===== config.mk =====
export PLATFORM = sky130hd
export DESIGN_NAME = mtu_back
export DESIGN_NICKNAME = d
export VERILOG_FILES = /design/src/rtl/core/mtu_pkg.sv /design/src/rtl/core/mtu_back.sv
export SDC_FILE = /design/constraint.sdc
export NUM_CORES = 2
export LEC_CHECK = 0
export CORE_MARGIN = 5
export CORE_UTILIZATION = 40
export DETAILED_ROUTE_END_ITERATION = 8
export DONT_BUFFER_PORTS = 1
export PLACE_DENSITY = 0.66
export SLEW_MARGIN = 25
export SYNTH_ARGS = -nofsm -noshare
export SYNTH_HDL_FRONTEND = slang
export SYNTH_SLANG_ARGS = --single-unit

===== constraint.sdc =====
create_clock -name clock -period 9.5 [get_ports clock]
set_input_delay 2.85 -clock clock [delete_from_list [all_inputs] [get_ports clock]]
set_output_delay 2.85 -clock clock [all_outputs]
set_load 0.005 [all_outputs]

===== src/rtl/core/mtu_pkg.sv =====
// Shared types and codes for the matrix transform unit.
package mtu_pkg;

   localparam logic [1:0] MODE_LOAD_ROW   = 2'd0;
   localparam logic [1:0] MODE_POINT      = 2'd1;
   localparam logic [1:0] MODE_LOAD_RIGHT = 2'd2;
   localparam logic [1:0] MODE_UNUSED     = 2'd3;
   localparam logic [1:0] LAST_ROW        = 2'd3;

   typedef struct packed {
      logic [1:0]         mode;
      logic [1:0]         row;
      logic signed [31:0] value0;
      logic signed [31:0] value1;
      logic signed [31:0] value2;
      logic signed [31:0] value3;
   } req_type;

   typedef struct packed {
      logic signed [31:0] res0;
      logic signed [31:0] res1;
      logic signed [31:0] res2;
      logic signed [31:0] res3;
      logic               last;
   } rsp_type;

   typedef struct packed {
      logic    valid;
      req_type req;
   } cmd_type;

   typedef enum logic [1:0] {
      ST_IDLE,
      ST_MUL,
      ST_ACC,
      ST_EMIT
   } state_type;

endpackage


===== src/rtl/core/mtu_back.sv =====
// Back end: holds both matrices and runs dot products on one shared multiplier.
module mtu_back import mtu_pkg::*; #(
   parameter int FRAC_BITS = 16
) (
   input  logic    clock,
   input  logic    reset,
   input  cmd_type cmd,
   output logic    cmd_pop,
   output logic    rsp_empty,
   input  logic    rsp_pop,
   output rsp_type rsp_data
);

   localparam logic signed [31:0] ONE     = 32'sd1 <<< FRAC_BITS;
   localparam logic signed [63:0] SAT_MAX = 64'sd2147483647;
   localparam logic signed [63:0] SAT_MIN = -64'sd2147483648;

   state_type          state_ff, state_in;
   logic [1:0]         i_ff, j_ff, k_ff;
   logic               point_ff;
   logic signed [31:0] pt_ff  [4];
   logic signed [31:0] mat_ff [16];
   logic signed [31:0] buf_ff [16];
   logic signed [31:0] res_ff [4];
   logic signed [63:0] prod_ff, acc_ff, acc_sum;
   logic signed [31:0] op_a, op_b, acc_sat;
   logic [1:0]         row_sel;
   logic               emit, out_valid_ff, run_done;
   rsp_type            out_ff;

   assign row_sel  = point_ff ? j_ff : i_ff;
   assign op_a     = mat_ff[{row_sel, k_ff}];
   assign op_b     = point_ff ? pt_ff[k_ff] : buf_ff[{k_ff, j_ff}];
   assign acc_sum  = acc_ff + (prod_ff >>> FRAC_BITS);
   assign acc_sat  = (acc_sum > SAT_MAX) ? 32'sh7fffffff :
                     (acc_sum < SAT_MIN) ? 32'sh80000000 : acc_sum[31:0];
   assign run_done = point_ff ? (j_ff == 2'd2) : (j_ff == LAST_ROW);

   // next state
   always_comb begin
      state_in = state_ff;
      unique case (state_ff)
         ST_IDLE: begin
            if (cmd.valid && (cmd.req.mode == MODE_POINT ||
                (cmd.req.mode == MODE_LOAD_RIGHT && cmd.req.row == LAST_ROW))) begin
               state_in = ST_MUL;
            end
         end
         ST_MUL: state_in = ST_ACC;
         ST_ACC: begin
            if (k_ff == 2'd3 && run_done) begin
               state_in = ST_EMIT;
            end else begin
               state_in = ST_MUL;
            end
         end
         ST_EMIT: begin
            if (emit) begin
               state_in = (point_ff || i_ff == LAST_ROW) ? ST_IDLE : ST_MUL;
            end
         end
         default: state_in = ST_IDLE;
      endcase
   end

   // outputs
   always_comb begin
      cmd_pop = (state_ff == ST_IDLE) && cmd.valid;
      emit    = (state_ff == ST_EMIT) && (!out_valid_ff || rsp_pop);
   end

   always_ff @(posedge clock) begin
      if (reset) begin
         state_ff     <= ST_IDLE;
         out_valid_ff <= 1'b0;
         for (int n = 0; n < 16; n++) begin
            mat_ff[n] <= (n % 5 == 0) ? ONE : 32'sd0;
            buf_ff[n] <= 32'sd0;
         end
      end else begin
         state_ff <= state_in;
         if (emit) begin
            out_valid_ff <= 1'b1;
         end else if (rsp_pop) begin
            out_valid_ff <= 1'b0;
         end
         if (cmd_pop) begin
            if (cmd.req.mode == MODE_LOAD_ROW) begin
               mat_ff[{cmd.req.row, 2'd0}] <= cmd.req.value0;
               mat_ff[{cmd.req.row, 2'd1}] <= cmd.req.value1;
               mat_ff[{cmd.req.row, 2'd2}] <= cmd.req.value2;
               mat_ff[{cmd.req.row, 2'd3}] <= cmd.req.value3;
            end else if (cmd.req.mode == MODE_LOAD_RIGHT) begin
               buf_ff[{cmd.req.row, 2'd0}] <= cmd.req.value0;
               buf_ff[{cmd.req.row, 2'd1}] <= cmd.req.value1;
               buf_ff[{cmd.req.row, 2'd2}] <= cmd.req.value2;
               buf_ff[{cmd.req.row, 2'd3}] <= cmd.req.value3;
            end
         end
      end
   end

   // datapath, no reset needed
   always_ff @(posedge clock) begin
      unique case (state_ff)
         ST_IDLE: begin
            i_ff     <= 2'd0;
            j_ff     <= 2'd0;
            k_ff     <= 2'd0;
            acc_ff   <= 64'sd0;
            point_ff <= (cmd.req.mode == MODE_POINT);
            pt_ff[0] <= cmd.req.value0;
            pt_ff[1] <= cmd.req.value1;
            pt_ff[2] <= cmd.req.value2;
            pt_ff[3] <= ONE;
            res_ff[3] <= 32'sd0;
         end
         ST_MUL: prod_ff <= op_a * op_b;
         ST_ACC: begin
            k_ff <= k_ff + 2'd1;
            if (k_ff == 2'd3) begin
               res_ff[j_ff] <= acc_sat;
               acc_ff       <= 64'sd0;
               if (!run_done) begin
                  j_ff <= j_ff + 2'd1;
               end
            end else begin
               acc_ff <= acc_sum;
            end
         end
         ST_EMIT: begin
            if (emit) begin
               out_ff.res0 <= res_ff[0];
               out_ff.res1 <= res_ff[1];
               out_ff.res2 <= res_ff[2];
               out_ff.res3 <= res_ff[3];
               out_ff.last <= point_ff || (i_ff == LAST_ROW);
               i_ff        <= i_ff + 2'd1;
               j_ff        <= 2'd0;
            end
         end
         default: ;
      endcase
   end

   assign rsp_empty = !out_valid_ff;
   assign rsp_data  = out_ff;

`ifndef SYNTH
   a_pop_idle: assert property (@(posedge clock) disable iff (reset)
      cmd_pop |-> state_ff == ST_IDLE)
      else $error("command taken while busy");
   a_emit_fills: assert property (@(posedge clock) disable iff (reset)
      emit |=> out_valid_ff)
      else $error("emitted beat lost");
   a_no_overwrite: assert property (@(posedge clock) disable iff (reset)
      (state_ff == ST_EMIT && out_valid_ff && !rsp_pop) |=> state_ff == ST_EMIT)
      else $error("result overwritten before pop");
   a_acc_done: assert property (@(posedge clock) disable iff (reset)
      (state_ff == ST_ACC && k_ff == 2'd3 && run_done) |=> state_ff == ST_EMIT)
      else $error("row finished without emit");
`endif

endmodule


* After elaboration in Yosys (flattened, before gate mapping)
Memories as Yosys holds them, arrays and structs flattened. A register that Yosys moved wholly into a read port is not among the register bits.
Cells that the tools add are included.
** Word-level totals
- Memories kept :: 4
- Bits in latches :: 0
- Word-level logic and storage cells :: 127
- Bits in read-only memories :: 0
- RAM bits :: 1280
- Input bits :: 136
- Output and inout bits :: 131
- Bits in registers :: 139
** Memory list
- buf_ff :: depth 16, width 32, read ports 1, clocked after Yosys merged registers in 0, write ports 16, line mtu_back.sv:23 : logic signed [31:0] buf_ff [16];
- mat_ff :: depth 16, width 32, read ports 1, clocked after Yosys merged registers in 0, write ports 16, line mtu_back.sv:22 : logic signed [31:0] mat_ff [16];
- pt_ff :: depth 4, width 32, read ports 1, clocked after Yosys merged registers in 1, write ports 4, line mtu_back.sv:21 : logic signed [31:0] pt_ff [4];
- res_ff :: depth 4, width 32, read ports 4, clocked after Yosys merged registers in 4, write ports 1, line mtu_back.sv:24 : logic signed [31:0] res_ff [4];
** Operators by class
- Order comparisons :: 2
- Eq/ne operators :: 14
- Multipliers :: 1
- Bitwise operators :: 0
- Add/subtract/negate cells :: 4
- Div/mod/pow operators :: 0
- Shift operators :: 0
- Mux-type cells :: 65
- Reductions and logical operators :: 28
** Operator list (count)
- $mux 32 :: 12
- $reduce_or 32->1 :: 9
- $pmux 64 s2 :: 1
- $add 64x48->64 :: 1
- $gt 64x32->1 const B :: 1
- $lt 64x32->1 const B :: 1
- $mul 32x32->64 :: 1
- $mux 64 :: 1
- $mux 4 :: 8
- $mux 1 :: 29
- $mux 2 :: 10
- $eq 2x2->1 const B :: 8
- $ne 2x2->1 const B :: 4
- $pmux 2 s2 :: 2
- $pmux 2 s4 :: 1
- $add 2x1->2 const B :: 3
- $pmux 2 s3 :: 1
- $reduce_and 2->1 :: 3
- $reduce_bool 2->1 :: 3
- $logic_and 1x1->1 :: 5
- $eq 2x1->1 const B :: 2
- $logic_not 2->1 :: 2
- $reduce_and 4->1 :: 1
- $logic_or 1x1->1 :: 3
- 2 further kinds :: 2

* Logic depth before layout (Yosys ltp)
- Depth after elaboration :: 8
- Gate-level depth with buffers :: 39
- Depth with buffers taken out :: 32

* Worst setup path before layout
Ideal clock, no wire load.
- Path kind :: reg2reg
- Start :: register j_ff[0]
- End :: register prod_ff[54], data pin
- Period minus slack after synthesis :: 10397 ps
- Buffers on the path :: 7
- Library setup time :: 259 ps
- Stages on the path, launching flop included :: 38
- Setup slack :: -897 ps
- Data required time :: 9241 ps
- Arrival :: 10138 ps
- Cell sequence :: edfxtp_1 -> buf_6 -> buf_2 -> buf_2 -> buf_1 -> mux4_2 -> mux4_2 -> nor2_1 -> a21o_1 -> clkbuf_1 -> clkbuf_1 -> nor2_1 -> fa_1 -> fa_1 -> fa_1 -> inv_1 -> fa_1 -> inv_1 -> (+2 left out) -> fa_1 -> inv_1 -> fa_1 -> inv_1 -> ha_1 -> clkbuf_1 -> a21o_1 -> a21o_1 -> a221oi_1 -> or4b_2 -> a21o_1 -> o211ai_1 -> o21ai_0 -> o31ai_1 -> nor2_1 -> o21ai_0 -> a21oi_1 -> xnor2_1
** On the way
- Word-level cells in the longest chain between the ends :: 3
- Elaborated cells on any way between the ends :: 5
- Classes of those cells :: mul: 1; mux: 2; memory: 2
** RTL lines
- start, declared :: line mtu_back.sv:19 : logic [1:0] i_ff, j_ff, k_ff;
- start signal, assigned :: line mtu_back.sv:125 : j_ff <= j_ff + 2'd1;
- $mux 2 / $mem_v2 16x32 (equally long branches)
- $mem_v2 16x32 / $mux 32 (equally long branches)
- $mul 32x32->64 * :: line mtu_back.sv:118 : ST_MUL: prod_ff <= op_a * op_b;
- end signal, assigned :: line mtu_back.sv:118
- end, declared :: line mtu_back.sv:25 : logic signed [63:0] prod_ff, acc_ff, acc_sum;
Mark *: on every way between the ends. The rest lies on a longest branch, timed or not.
A chain may end at the register's enable or synchronous reset.

* Final worst setup path
- Start :: register j_ff[0]
- End :: register prod_ff[61], data pin
The elaborated chain is that of the path after synthesis.

==> out/results.ini <==
[logic_synthesis]
syn_inst=8036
synth_most_common_cell=edfxtp_1
avgSynthCellArea_sq_um=12.53
synth_compound_area_share_pct=3.730
yosysTopAreaCell=edfxtp_1
synth_area_leaders=edfxtp_1, fa_1, and2_1
synth_mux_area_share_pct=6.848
synth-adder-area-share_pct=24.56
yosysSeqAreaShare_pct=44.72
synth_xor_area_share_pct=1.027
yosys_warnings=0
syn_nets=9499
synthSimpleGateAreaFrac_pct=13.72
synth-main-ff-cell=edfxtp_1
synth_edf_count=1496
postSynth.asyncResetShare_pct=0
yosysTopAreaCellShare_pct=44.62
ys_types=85
yosys_register_bits=1501
netlist_area_sq_um=100700
synth_common_cells=edfxtp_1, fa_1, and2_1, inv_1, nor2_1
synth_top_family_by_area=adder cells

[global_route]
grt-ovfl-total=0
grt_pass1_vias=67310
grt_usage_pct=21.59
antenna_found_initial=15
grt_max_degree=129
grt_first_pass_wirelength_microns=429800

[worst_setup_path]
rr_endpoint=prod_ff[61]
endpoint=prod_ff[61]
critPathCaptureType=flop
crit_start=j_ff[0]
cp_num_cells=37
reg2reg_slack_ns=-0.13
critPathBufInv=12
slowest_delay_ns=0.54
path_class=flop to flop
critPathSlowestCell=fa_1
startpoint_type=flop
cpMostUsedCell=fa_1
crit_family=adder cells
critPathMaxFanout=8
worstPathRequired_ns=10.02
worstPathArrival_ns=10.16
rr_worst_depth=37
r2r-start=j_ff[0]

[clock_network]
cts.sinks=1501
holdBufCountCts=0
cts_buffer_depth=3
clkSlewWorstSetupHoldPaths_ns=0.06
insertion_delay_ns=0.82
cts-buffers-inserted=153
cts_tree=yes
root_buffer=clkbuf_16
htreeDepth=4

[timing]
relSlewSlack_pct=33.77
drv_slew=0
setup_violations=5
finalHoldViolCount=0
finalCritPeriodShare_pct=101.4
postLayoutSetupSlackWorst_ns=-0.1346
fmax_mhz=103.8
fin_crit_ns=9.635
worst_clock_skew_ns=0.05062
whs_ns=0.4074
grt_setup_unrepaired=yes
tightest_slew_ns=0.9830

[run]
max_cap_viol_count=0

[floorplan]
die-area_sq_um=261800
pin_count=267
rows=184
start_util_pct=40.12
core_area_sq_um=250900
dieWidth_microns=511.7
die_h_microns=511.7

[cells_and_area]
finish.utilization_pct=46.81
final_cell_area_sq_um=117500
area_growth_pct=16.68
multi_input_area_sq_um=51620
drive_above_1_share_pct=17.88
final_nets=9935
num-fill-cells=21960
ff_latch_area_sq_um=45030

[route]
drt_wl_total_microns=286500
wl_per_cell_microns=23.96
route.met2.wl_microns=131400
ant_nets=0
highest_layer=met4
avgViaCountPerCell=5.349
num_vias=63960
initialDrtViolationCount=5788
drc_errors=0
dr_wl_met3_microns=25900
m1WireLength_microns=117500
dr.pass1.iters=6

[placed_design]
placed_cell_area_sq_um=109700
hpwl_microns=211000
port_buffers=0
gp_congestion=0.9656
place_ws_ns=-0.3871

[outcome]
violations=negative setup slack
outcome=finished with violations

[hold_path]
hold_class=flop to flop

## state kept, by name (all words and copies together), names as in the netlist, named ones only
signal,cells
point_ff,1
i_ff,2
state_ff,2
prod_ff,48
out_valid_ff,1
mat_ff,512
buf_ff,512
res_ff,128
k_ff,2
pt_ff,96
acc_ff,64
rsp_data,129
j_ff,2
## worst reg2reg max path: cells and delay by family (launching register included)
kind | cells | cell delay, ns
AND/OR/NAND/NOR | 2 | 0.17
XOR/XNOR | 1 | 0.08
multiplexers | 2 | 1.03
flip-flops | 1 | 0.38
buffers and inverters | 12 | 1.50
AO/OA/AOI/OAI | 11 | 2.06
adder cells (fa/ha/maj) | 9 | 4.17
## cell type report
class | instances | share of cell area (%)
tap | 3348 | 3.566
clock inverter | 95 | 0.9640
multi-input combinational | 5109 | 43.94
sequential | 1501 | 38.33
clock buffer | 186 | 3.383
inverter | 984 | 3.153
antenna | 10 | 0.02130
timing repair buffer | 723 | 6.639
## cell usage in the layout (no fill, tap or decap), types with 33 or more instances in the layout
cell type	count
edfxtp_1	1496
and2_1	1061
fa_1	1019
inv_1	965
nand2_1	653
nor2_1	635
buf_4	522
mux4_2	281
ha_1	226
a21oi_1	167
clkbuf_16	163
buf_12	138
nand2b_1	82
xnor2_1	69
fa_2	63
o21ai_0	61
a21o_1	57
nand3_1	56
mux2i_1	49
xor2_1	44
nand4_1	41
o21a_1	38
nor2b_1	35
a21oi_2	33
## worst min path at each step
stage / to / cells after the start / slack, ns / from
2_1_floorplan: rsp_data[100] / 0 / 0.40 / res_ff[0][3]
3_3_place_gp: rsp_data[75] / 0 / 0.40 / res_ff[1][10]
3_5_place_dp: rsp_data[107] / 0 / 0.40 / res_ff[0][10]
6_report: rsp_data[49] / 0 / 0.41 / res_ff[2][16]
4_1_cts: rsp_data[113] / 0 / 0.41 / res_ff[0][16]
5_1_grt: rsp_data[49] / 0 / 0.41 / res_ff[2][16]
## kinds of logic (layout without fill, tap and decap cells)
kind of cell             after synthesis  in the layout
adder cells (fa/ha/maj)             1327           1327
buffers and inverters               1426           1988
flip-flops                          1501           1501
AND/OR/NAND/NOR                     2740           2740
multiplexers                         337            337
AO/OA/AOI/OAI                        587            587
other                                  0             10
XOR/XNOR                             118            118
## stage by stage
| stage | std cells | TNS [ns] |
|---|---|---|
| after floorplan | 8036 | -0.2804 |
| after global placement | 11560 | -2.091 |
| after detailed placement | 11560 | -5.632 |
| after CTS | 11890 | -0.01067 |
| after global routing | 11950 | -3.023 |
| final | 11960 | -0.4027 |
## routing by layer
metal	global-route usage (%)	vias up
met3	4.571	597
li1	-	27520
met1	29.72	32890
met4	7.356	0
met2	34.20	2950
met5	0	-
## timing repair
item                       CTS  global route
setup endpoints to repair   21            26
buffers inserted            40            49
resized for setup          114           189
gates cloned                 8             9
hold endpoints to repair     0             0
pin swaps                   49           104
Power is left out: the tool's default activity adds up to more than one toggle a clock period on the data nets, which glitch-free logic cannot reach.
