<file path="config.mk">
export PLATFORM = sky130hd
export DESIGN_NAME = mtu_front
export DESIGN_NICKNAME = d
export VERILOG_FILES = /design/src/rtl/core/mtu_pkg.sv /design/src/rtl/core/mtu_front.sv
export SDC_FILE = /design/constraint.sdc
export NUM_CORES = 1
export LEC_CHECK = 0
export BUFFER_PORTS_ARGS = -buffer_cell sky130_fd_sc_hd__buf_2
export CELL_PAD_IN_SITES_DETAIL_PLACEMENT = 1
export CELL_PAD_IN_SITES_GLOBAL_PLACEMENT = 1
export CORE_ASPECT_RATIO = 2
export CORE_MARGIN = 3
export CORE_UTILIZATION = 37
export DETAILED_ROUTE_END_ITERATION = 16
export PLACE_DENSITY_LB_ADDON = 0.12
export SETUP_SLACK_MARGIN = 0.4
export SLEW_MARGIN = 0
export SYNTH_ARGS = -nofsm -noshare
export SYNTH_HDL_FRONTEND = slang
export SYNTH_SLANG_ARGS = --single-unit
</file>
<file path="constraint.sdc">
create_clock -name clock -period 7.1 [get_ports clock]
set_input_delay 0 -clock clock [delete_from_list [all_inputs] [get_ports clock]]
set_output_delay 0 -clock clock [all_outputs]
set_load 0.03 [all_outputs]
</file>
<file path="src/rtl/core/mtu_pkg.sv">
// Shared types and codes for the matrix transform unit.
package mtu_pkg;

   localparam logic [1:0] MODE_LOAD_ROW   = 2'd0;
   localparam logic [1:0] MODE_POINT      = 2'd1;
   localparam logic [1:0] MODE_LOAD_RIGHT = 2'd2;
   localparam logic [1:0] MODE_UNUSED     = 2'd3;
   localparam logic [1:0] LAST_ROW        = 2'd3;

   typedef struct packed {
      logic [1:0]         mode;
      logic [1:0]         row;
      logic signed [31:0] value0;
      logic signed [31:0] value1;
      logic signed [31:0] value2;
      logic signed [31:0] value3;
   } req_type;

   typedef struct packed {
      logic signed [31:0] res0;
      logic signed [31:0] res1;
      logic signed [31:0] res2;
      logic signed [31:0] res3;
      logic               last;
   } rsp_type;

   typedef struct packed {
      logic    valid;
      req_type req;
   } cmd_type;

   typedef enum logic [1:0] {
      ST_IDLE,
      ST_MUL,
      ST_ACC,
      ST_EMIT
   } state_type;

endpackage

</file>
<file path="src/rtl/core/mtu_front.sv">
// Input side: accepts beats, drops unused modes, queues commands for the back end.
module mtu_front import mtu_pkg::*; (
   input  logic    clock,
   input  logic    reset,
   input  logic    req_push,
   output logic    req_full,
   input  req_type req_data,
   output cmd_type cmd,
   input  logic    cmd_pop
);

   logic [1:0] count_ff, count_in;
   logic       wr_ptr_ff, rd_ptr_ff;
   req_type    slot_ff [2];
   logic       accept, keep;

   assign req_full = (count_ff == 2'd2);
   assign accept   = req_push && !req_full;
   assign keep     = accept && (req_data.mode != MODE_UNUSED);

   always_comb begin
      count_in = count_ff;
      if (keep && !cmd_pop) begin
         count_in = count_ff + 2'd1;
      end else if (!keep && cmd_pop) begin
         count_in = count_ff - 2'd1;
      end
   end

   always_ff @(posedge clock) begin
      if (reset) begin
         count_ff  <= 2'd0;
         wr_ptr_ff <= 1'b0;
         rd_ptr_ff <= 1'b0;
      end else begin
         count_ff <= count_in;
         if (keep) begin
            wr_ptr_ff <= !wr_ptr_ff;
         end
         if (cmd_pop) begin
            rd_ptr_ff <= !rd_ptr_ff;
         end
      end
   end

   always_ff @(posedge clock) begin
      if (keep) begin
         slot_ff[wr_ptr_ff] <= req_data;
      end
   end

   assign cmd.valid = (count_ff != 2'd0);
   assign cmd.req   = slot_ff[rd_ptr_ff];

endmodule

</file>
# --- Yosys cells after proc, flatten, opt, wreduce, memory -nomap -nowiden ---
# Memory sizes are Yosys's and may differ from the RTL's. A register that Yosys moved wholly into a read port is not among the register bits.
# Cells that the tools add are included.
totals:
  regBits: 4
  ramBits: 264
  in_bits: 136
  elab_cells: 25
  memories: 1
classes:
  addsub: 2
  n_eq_ne: 2
  mux: 6
  reduce_logical: 11
mem_list:
  columns: ["memory", "words", "word_bits", "read_ports", "rd_clocked_by_memory_dff", "wr", "line_no", "rtl"]
  rows:
  - ["slot_ff", 2, 132, 1, 1, 1, "mtu_front.sv:14", "req_type slot_ff [2];"]
op_table:
  columns: ["op", "count"]
  rows:
  - ["1-bit logical NOT", 5]
  - ["1-bit logical AND", 4]
  - ["1-bit two-way mux", 4]
  - ["2-bit two-way mux", 2]
  - ["2-bit nonzero test", 2]
  - ["2-bit by 1-bit adder with 2-bit output, second input constant", 1]
  - ["2-bit == test, second input constant", 1]
  - ["2-bit != test, second input constant", 1]
  - ["2-bit by 1-bit subtractor with 2-bit output, second input constant", 1]

# --- Depth between registers and ports, before layout ---
# Gate-level depths: netlist of run 1.
logic_depth:
  word_depth: 8
  mapped_depth: 6

# --- Worst setup path after synthesis of run 1 ---
# Ideal clock, no wire load.
synth_timing:
  path_kind: "register to register"
  startpoint: "register count_ff[1]"
  endpoint: "memory slot_ff[0][0] (netlist bit) (enable)"
  setup_ns: 0.640
  arrival_ns: 6.653
  slack_ns: -0.193
  path_stages_with_launch: 4
  period_less_slack_ns: 7.293
  cell_sequence: "dfxtp_1 nor2b_2 a211oi_4 nor2b_1"
synth_between:
  elab_chain_len: 6
synth_lines:
  columns: ["item", "line_no", "rtl"]
  rows:
  - ["start: declaration", "mtu_front.sv:12", "logic [1:0] count_ff, count_in;"]
  - ["start signal: assignment", "mtu_front.sv:36", "count_ff <= count_in;"]
  - ["2-bit == test", "mtu_front.sv:17", "assign req_full = (count_ff == 2'd2);"]
  - ["named net req_full", "mtu_front.sv:6", "output logic req_full,"]
  - ["1-bit logical NOT", "mtu_front.sv:18", "assign accept = req_push && !req_full;"]
  - ["1-bit logical AND", "mtu_front.sv:18", null]
  - ["1-bit logical AND", "mtu_front.sv:19", "assign keep = accept && (req_data.mode != MODE_UNUSED);"]
  - ["1-bit two-way mux", "mtu_front.sv:47", "if (keep) begin"]
  - ["1-bit two-way mux (not written as such)", "mtu_front.sv:48", "slot_ff[wr_ptr_ff] <= req_data;"]
  - ["end: declaration", "mtu_front.sv:14", null]
# The timed path passes the listed nets, and every way through them passes these cells.

# --- Worst setup path in the final report of run 1 ---
layout_timing:
  startpoint: "register count_ff[0]"
  endpoint: "memory slot_ff[1][107] (netlist bit) (enable)"
layout_between:
  elab_chain_len: 6
layout_lines:
  columns: ["item", "line_no"]
  rows:
  - ["2-bit == test", "mtu_front.sv:17"]
  - ["1-bit logical NOT", "mtu_front.sv:18"]
  - ["1-bit logical AND", "mtu_front.sv:18"]
  - ["1-bit logical AND", "mtu_front.sv:19"]
  - ["1-bit two-way mux", "mtu_front.sv:47"]
  - ["1-bit two-way mux (not written as such)", "mtu_front.sv:48"]
# No other way between the ends.

==> out/results.txt, run 1 <==
Die Y: 240 um
Worst-Skew Late Latency: 520 ps
Synth area leader: edfxtp_1
Switching Fraction: 26.0%
DRT Wirelength: 23,100 um
H-tree levels: 1
CP peak stage delay: 920 ps
Reg area: 0.00803 sq mm
P_sw: 0.00101 W
Worst-path clk slew: 60 ps
Clk buf depth: 3
Internal power: 0.00287 W
Hold crit path type: input pin to flop
Arrival time worst endpoint: 3100 ps
I/O Buffers: 269
Synth Net Count: 573
Maximum vdd drop: 0.250 mV
Relative slew margins: 30.5%
GRT overflow: 0
Worst clock skew: 12.9 ps
Leakage: 5.36 nW
# IOs: 270
Multi-input logic area: 0.00194 sq mm
Commonest non-fill, non-tap cells in the layout: buf_2 (269), edfxtp_1 (264), dlygate4sd3_1 (136), mux2_4 (81), mux2_2 (52)
Synth async-reset ratio: 0%
DRC viols: 0
Dpl hpwl: 14,800 um
Die width: 123 um
EDFF count, synth: 264
PnR Total Power: 0.00388 W
Ys flop type: edfxtp_1
Clock network power share: 31.5%
Comb pwr share: 18.6%
Routed Antenna Nets: 0
Num CTS Buffers: 24
Flop pwr share: 49.9%
Status: completed
CP top delay family: buffers and inverters
Yosys top cell area share: 78.6%
CTS Root Cell: clkbuf_16
Gpl congestion: 0.725
CTS tree: done
Ys Warns: 0
Worst Path Max Fanout: 74
Largest cells by area after synthesis: edfxtp_1 (79%), mux2_4 (12%), mux2_2 (5.8%), buf_6 (1.0%), dfxtp_1 (0.99%)
Layout Nets: 993
CP Cell Sequence: nor2b_2 > a211oi_4 > and2_4 > buf_4
Most common cell after layout, fill and taps aside: buf_2
Critical path data required time: 7230 ps
Max-cap viol count: 0
Setup violations, final: 0
Synth Instances: 436
Final hold violations: 0
Core Box Area: 0.0266 sq mm
Initial Utilization: 38.0%
DR vias: 5,522
Layout cells sized above 1: 50.6%
Synth cell types: 19
Pwr per Cell Area: 279 mW/mm^2
Buffers & Inverters on Critical Path: 1
Pins Over Slew Limit: 0
Antenna violations before repair: 1
Largest net degree at the start of global routing: 106
Post-CTS sizing: 0
Post-route setup TNS: 0 ps
Gr usage total: 15.4%
Worst slew pin tran: 1040 ps
Row count: 84
Area growth from synthesis to layout: 37.6%
Via density: 4.53
Fin crit share: 41.8%
Die area: 0.0294 sq mm
Avg Inst Size Synth: 23.1 sq um
Peak Freq: 0.337 GHz
Minimum clock period: 2970 ps
CP max-delay cell: buf_4
Worst Setup Start Kind: flop
Setup crit end kind: flop
Synth Cell Area: 0.0101 sq mm
Critical setup path kind: flop to flop
Vias in the first global route: 6,332
Synthesized flop and latch total: 269
DRT Pass-1 Iters: 4
Clk sinks: 269
Seq/Total Area, Yosys: 79.5%
RSZ-0062 raised after global routing: no
First-pass GRT wire length: 34,400 um
Drt initial violations: 239
DR WL/cell: 19.0 um
Fillers: 2,548
worst paths after layout:
kind	startpoint	endpoint	slack, ps	cells past startpoint
worst max-delay path	count_ff[0]	slot_ff[1][107]	4130	4
worst min-delay path	req_data[94]	slot_ff[0][94]	200	2
worst max register to register	count_ff[0]	slot_ff[1][107]	4130	4
worst min register to register	rd_ptr_ff	rd_ptr_ff	530	2
timing repair:
item,CTS,global route
buffers inserted,0,0
hold buffers,136,0
hold endpoints to repair,269,0
flip-flops by register name, indices dropped and copies added (netlist names), named ones only:
signal / flops
count_ff: 2
slot_ff: 264
wr_ptr_ff: 1
rd_ptr_ff: 1
worst register-to-register path, cell delays in order (launching register included):
cell      delay [ps]
dfxtp_1          420
nor2b_2          100
a211oi_4         300
and2_4           770
buf_4            950
cell usage after synthesis (2+ instances only):
cell type and number:
edfxtp_1 264, nor2_1 4, xor2_1 2, mux2_2 52, dfxtp_1 5, mux2_4 81, inv_1 2, buf_2 6
buf_6 9, nor2b_1 2
layout make-up:
| cell class | count | share of cell area, % |
|---|---|---|
| Sequential cell | 269 | 57.8 |
| Timing Repair Buffer | 409 | 19.8 |
| Multi-Input combinational cell | 150 | 13.9 |
| Clock buffer | 34 | 4.75 |
| Tap cell | 344 | 3.10 |
| Clock inverter | 10 | 0.495 |
| Inverter | 2 | 0.0541 |
| Antenna cell | 2 | 0.0360 |
cell families (layout without fill, tap and decap cells):
kind of cell | Yosys count | count (layout) | synth area share (%)
other | 0 | 2 | 0
buffers and inverters | 17 | 455 | 1.38
muxes | 133 | 133 | 17.9
xor gates and xnor gates | 3 | 3 | 0.260
adders and majority gates | 1 | 1 | 0.124
DFF | 269 | 269 | 79.5
and+or+nand+nor | 10 | 10 | 0.546
AOI/OAI and AO/OA | 3 | 3 | 0.297
metal layers:
metal / GRT usage (%) / part of all wire, %
met3: 3.57 / 6.3
met2: 29.3 / 58
met4: 6.42 / 3.2
met5: 0 / 0
met1: 15.5 / 33
through the flow:
stage	instance area [sq um]	instances	worst slack [ps]	util, %	hold WS [ps]
2_1_floorplan	10100	436	2350	-	69.1
5_1_grt	13900	1219	3860	52.2	186
6_report	13900	1220	4130	52.2	204
3_5_place_dp	11800	1038	4070	44.4	191
3_3_place_gp	11800	1038	4210	44.4	189
4_1_cts	13900	1218	4060	52.2	164
power by group through the flow:
stage	logic, W	registers [W]	clock network (W)
finish	0.000720	0.00193	0.00122
global route	0.000768	0.00195	0.00132
CTS	0.000734	0.00194	0.00126
detailed placement	0.000670	0.00197	0
global placement	0.000659	0.00196	0
floorplan	0.000475	0.00196	0
Power figures use the tool's default switching activity.
==> run 2, diff against run 1 <==
--- a/config.mk
+++ b/config.mk
@@ -5,6 +5,7 @@
 export SDC_FILE = /design/constraint.sdc
 export NUM_CORES = 1
 export LEC_CHECK = 0
+export ABC_AREA = 1
 export BUFFER_PORTS_ARGS = -buffer_cell sky130_fd_sc_hd__buf_2
 export CELL_PAD_IN_SITES_DETAIL_PLACEMENT = 1
 export CELL_PAD_IN_SITES_GLOBAL_PLACEMENT = 1
==> constraint.sdc (replaced) <==
create_clock -name clock -period 2.7 [get_ports clock]
set_input_delay 0 -clock clock [delete_from_list [all_inputs] [get_ports clock]]
set_output_delay 0 -clock clock [all_outputs]
set_load 0.03 [all_outputs]
==> run 2 against run 1 <==
Against the previous run:
- sequential power increased to 2.6 times the previous value
- largest power group unchanged
- highest routed layer unchanged
- critical path type is now flop to output pin
- setup slack lost 3300 ps
- non-clock buffer count up 3
==> out/results.txt, run 2 <==
Seq/Total Area, Yosys: 79.5%
Die Y: 240 um
DRC viols: 0
Postcts setup bufs: 0
Max-cap viol count: 0
I/O Buffers: 269
Arrival time worst endpoint: 1910 ps
Worst slew pin tran: 713 ps
Vias in the first global route: 6,384
Worst hold slack: 208 ps
Post-route setup TNS: 0 ps
Largest cells by area after synthesis: edfxtp_1 (79%), mux2_4 (12%), mux2_2 (5.8%), buf_6 (1.0%), dfxtp_1 (0.99%)
Worst Reg-to-Reg Cells: 5
Setup violations, final: 0
GRT overflow: 0
EDFF count, synth: 264
Leading cell type by number of instances after synthesis: edfxtp_1
Gpl congestion: 0.749
Cell Count, Final, Fillers Out: 1,238
Final Cell Area: 0.0141 sq mm
RSZ-0062 raised after global routing: no
Cells after DPL: 1,053
# IOs: 270
Area growth from synthesis to layout: 39.6%
Synth area leader: edfxtp_1
Ys Warns: 0
Synthesized flop and latch total: 269
Synth async-reset ratio: 0%
Core Box Area: 0.0266 sq mm
DR vias: 5,569
Status: completed
Top post-synthesis cells by count: edfxtp_1 (264), mux2_4 (80), mux2_2 (52), inv_1 (10)
Commonest non-fill, non-tap cells in the layout: buf_2 (269), edfxtp_1 (264), dlygate4sd3_1 (136), mux2_4 (80), mux2_2 (52)
Row count: 84
Hold Crit Depth: 2
Layout cells sized above 1: 50.7%
Die width: 123 um
Ys flop type: edfxtp_1
H-tree levels: 1
Multi-input logic area: 0.00192 sq mm
Peak Freq: 0.525 GHz
Yosys top cell area share: 78.5%
DRT Pass-1 Iters: 4
Synth Cell Area: 0.0101 sq mm
Pre-CTS setup slack: 947 ps
Antenna violations before repair: 5
Hold crit path type: input pin to flop
Relative slew margins: 52.5%
Largest net degree at the start of global routing: 82
Most common cell after layout, fill and taps aside: buf_2
Worst Path Max Fanout: 24
CTS Root Cell: clkbuf_16
Drt initial violations: 249
CTS tree: done
Critical setup path kind: flop to output pin
DRT Wirelength: 23,000 um
Pins Over Slew Limit: 0
Reg area: 0.00803 sq mm
Fin crit share: 70.6%
Clk buf depth: 3
Clk sinks: 269
Layout Nets: 1,008
Synth cell types: 16
Final hold violations: 0
Synth Instances: 448
Die area: 0.0294 sq mm
Num CTS Buffers: 24
Worst Setup Start Kind: flop
Dpl hpwl: 15,100 um
Minimum clock period: 1910 ps
Worst-path clk slew: 60 ps
Worst-Skew Late Latency: 520 ps
Final WS setup: 794 ps
First-pass GRT wire length: 34,500 um
Routed Antenna Nets: 0
Placed cell areas: 0.0119 sq mm
Max reg flops: 264
Initial Utilization: 38.0%
Pwr per Cell Area: 731 mW/mm^2
Worst clock skew: 11.2 ps
Synth Net Count: 585
Fillers: 2,524
Leakage: 5.47 nW
DR WL/cell: 18.6 um
Maximum vdd drop: 0.810 mV
Gr usage total: 15.4%
Biggest regs: slot_ff (264), count_ff (2)
Avg Inst Size Synth: 22.5 sq um
Via density: 4.50
Largest Register: slot_ff
Critical path data required time: 2700 ps
Setup crit end kind: output pin
## run 2: changes by cell type after synthesis, sizes merged, moves of 2 or more
cell   delta
nand3     +2
xor2      -2
nor2b     -3
inv       +8
nor2      +2
nand2     +9
## run 2: power breakdown
| group | total [W] | switching (W) | internal [W] | leakage (nW) |
|---|---|---|---|---|
| clock network | 0.00360 | 0.00144 | 0.00216 | 0.406 |
| registers | 0.00497 | 0.0000710 | 0.00490 | 2.48 |
| logic | 0.00173 | 0.00103 | 0.000707 | 2.58 |
| total | 0.0103 | 0.00254 | 0.00777 | 5.47 |
## run 2: path summary, 6_finish.rpt
| kind | start | end | slack (ps) |
|---|---|---|---|
| hold / removal | req_data[69] | slot_ff[1][69] | 210 |
| setup / recovery | flop | cmd[91] | 790 |
| hold reg to reg | count_ff[0] | count_ff[0] | 540 |
| setup reg to reg | count_ff[0] | slot_ff[0][79] | 960 |
## run 2: critical path: stages, from the launching register on
cell and delay (ps):
dfxtp_4 430, buf_4 420, mux2_4 340, buf_2 180
## run 2: final cells by class
class | count | share of cell area (%)
well taps | 344 | 3.05
repair buffers | 412 | 20.0
multi-input cells | 154 | 13.6
clock buffers | 27 | 4.49
diodes | 5 | 0.0888
inverters | 10 | 0.266
flip-flops and latches | 269 | 57.0
clock inverters | 17 | 1.47
## run 2: layer usage
| metal | vias to the layer above | GRT usage, % | part of all wire [%] |
|---|---|---|---|
| met5 | - | 0 | 0 |
| met4 | 0 | 5.71 | 2.8 |
| met3 | 40 | 3.19 | 5.9 |
| met2 | 173 | 30.5 | 59 |
| met1 | 2749 | 15.0 | 32 |
| li1 | 2607 | - | - |
## run 2: per-stage QoR
stage / total power [W] / util (%)
floorplan: 0.00617 / -
global placement: 0.00662 / 44.7
detailed placement: 0.00667 / 44.7
CTS: 0.0105 / 53.0
global route: 0.0107 / 53.0
finish: 0.0103 / 53.0
## run 2: cells by family after synthesis
family	share of synthesized area, %
simple gates	0.719
buf+inv	1.77
mux	17.7
compound gates	0.0990
xor+xnor	0.0868
flops	79.5
fa+ha+maj	0.124
## run 2: what timing repair did
item | CTS | global route
hold buffers | 136 | 0
gates resized for setup | 0 | 0
hold endpoints to repair | 269 | 0
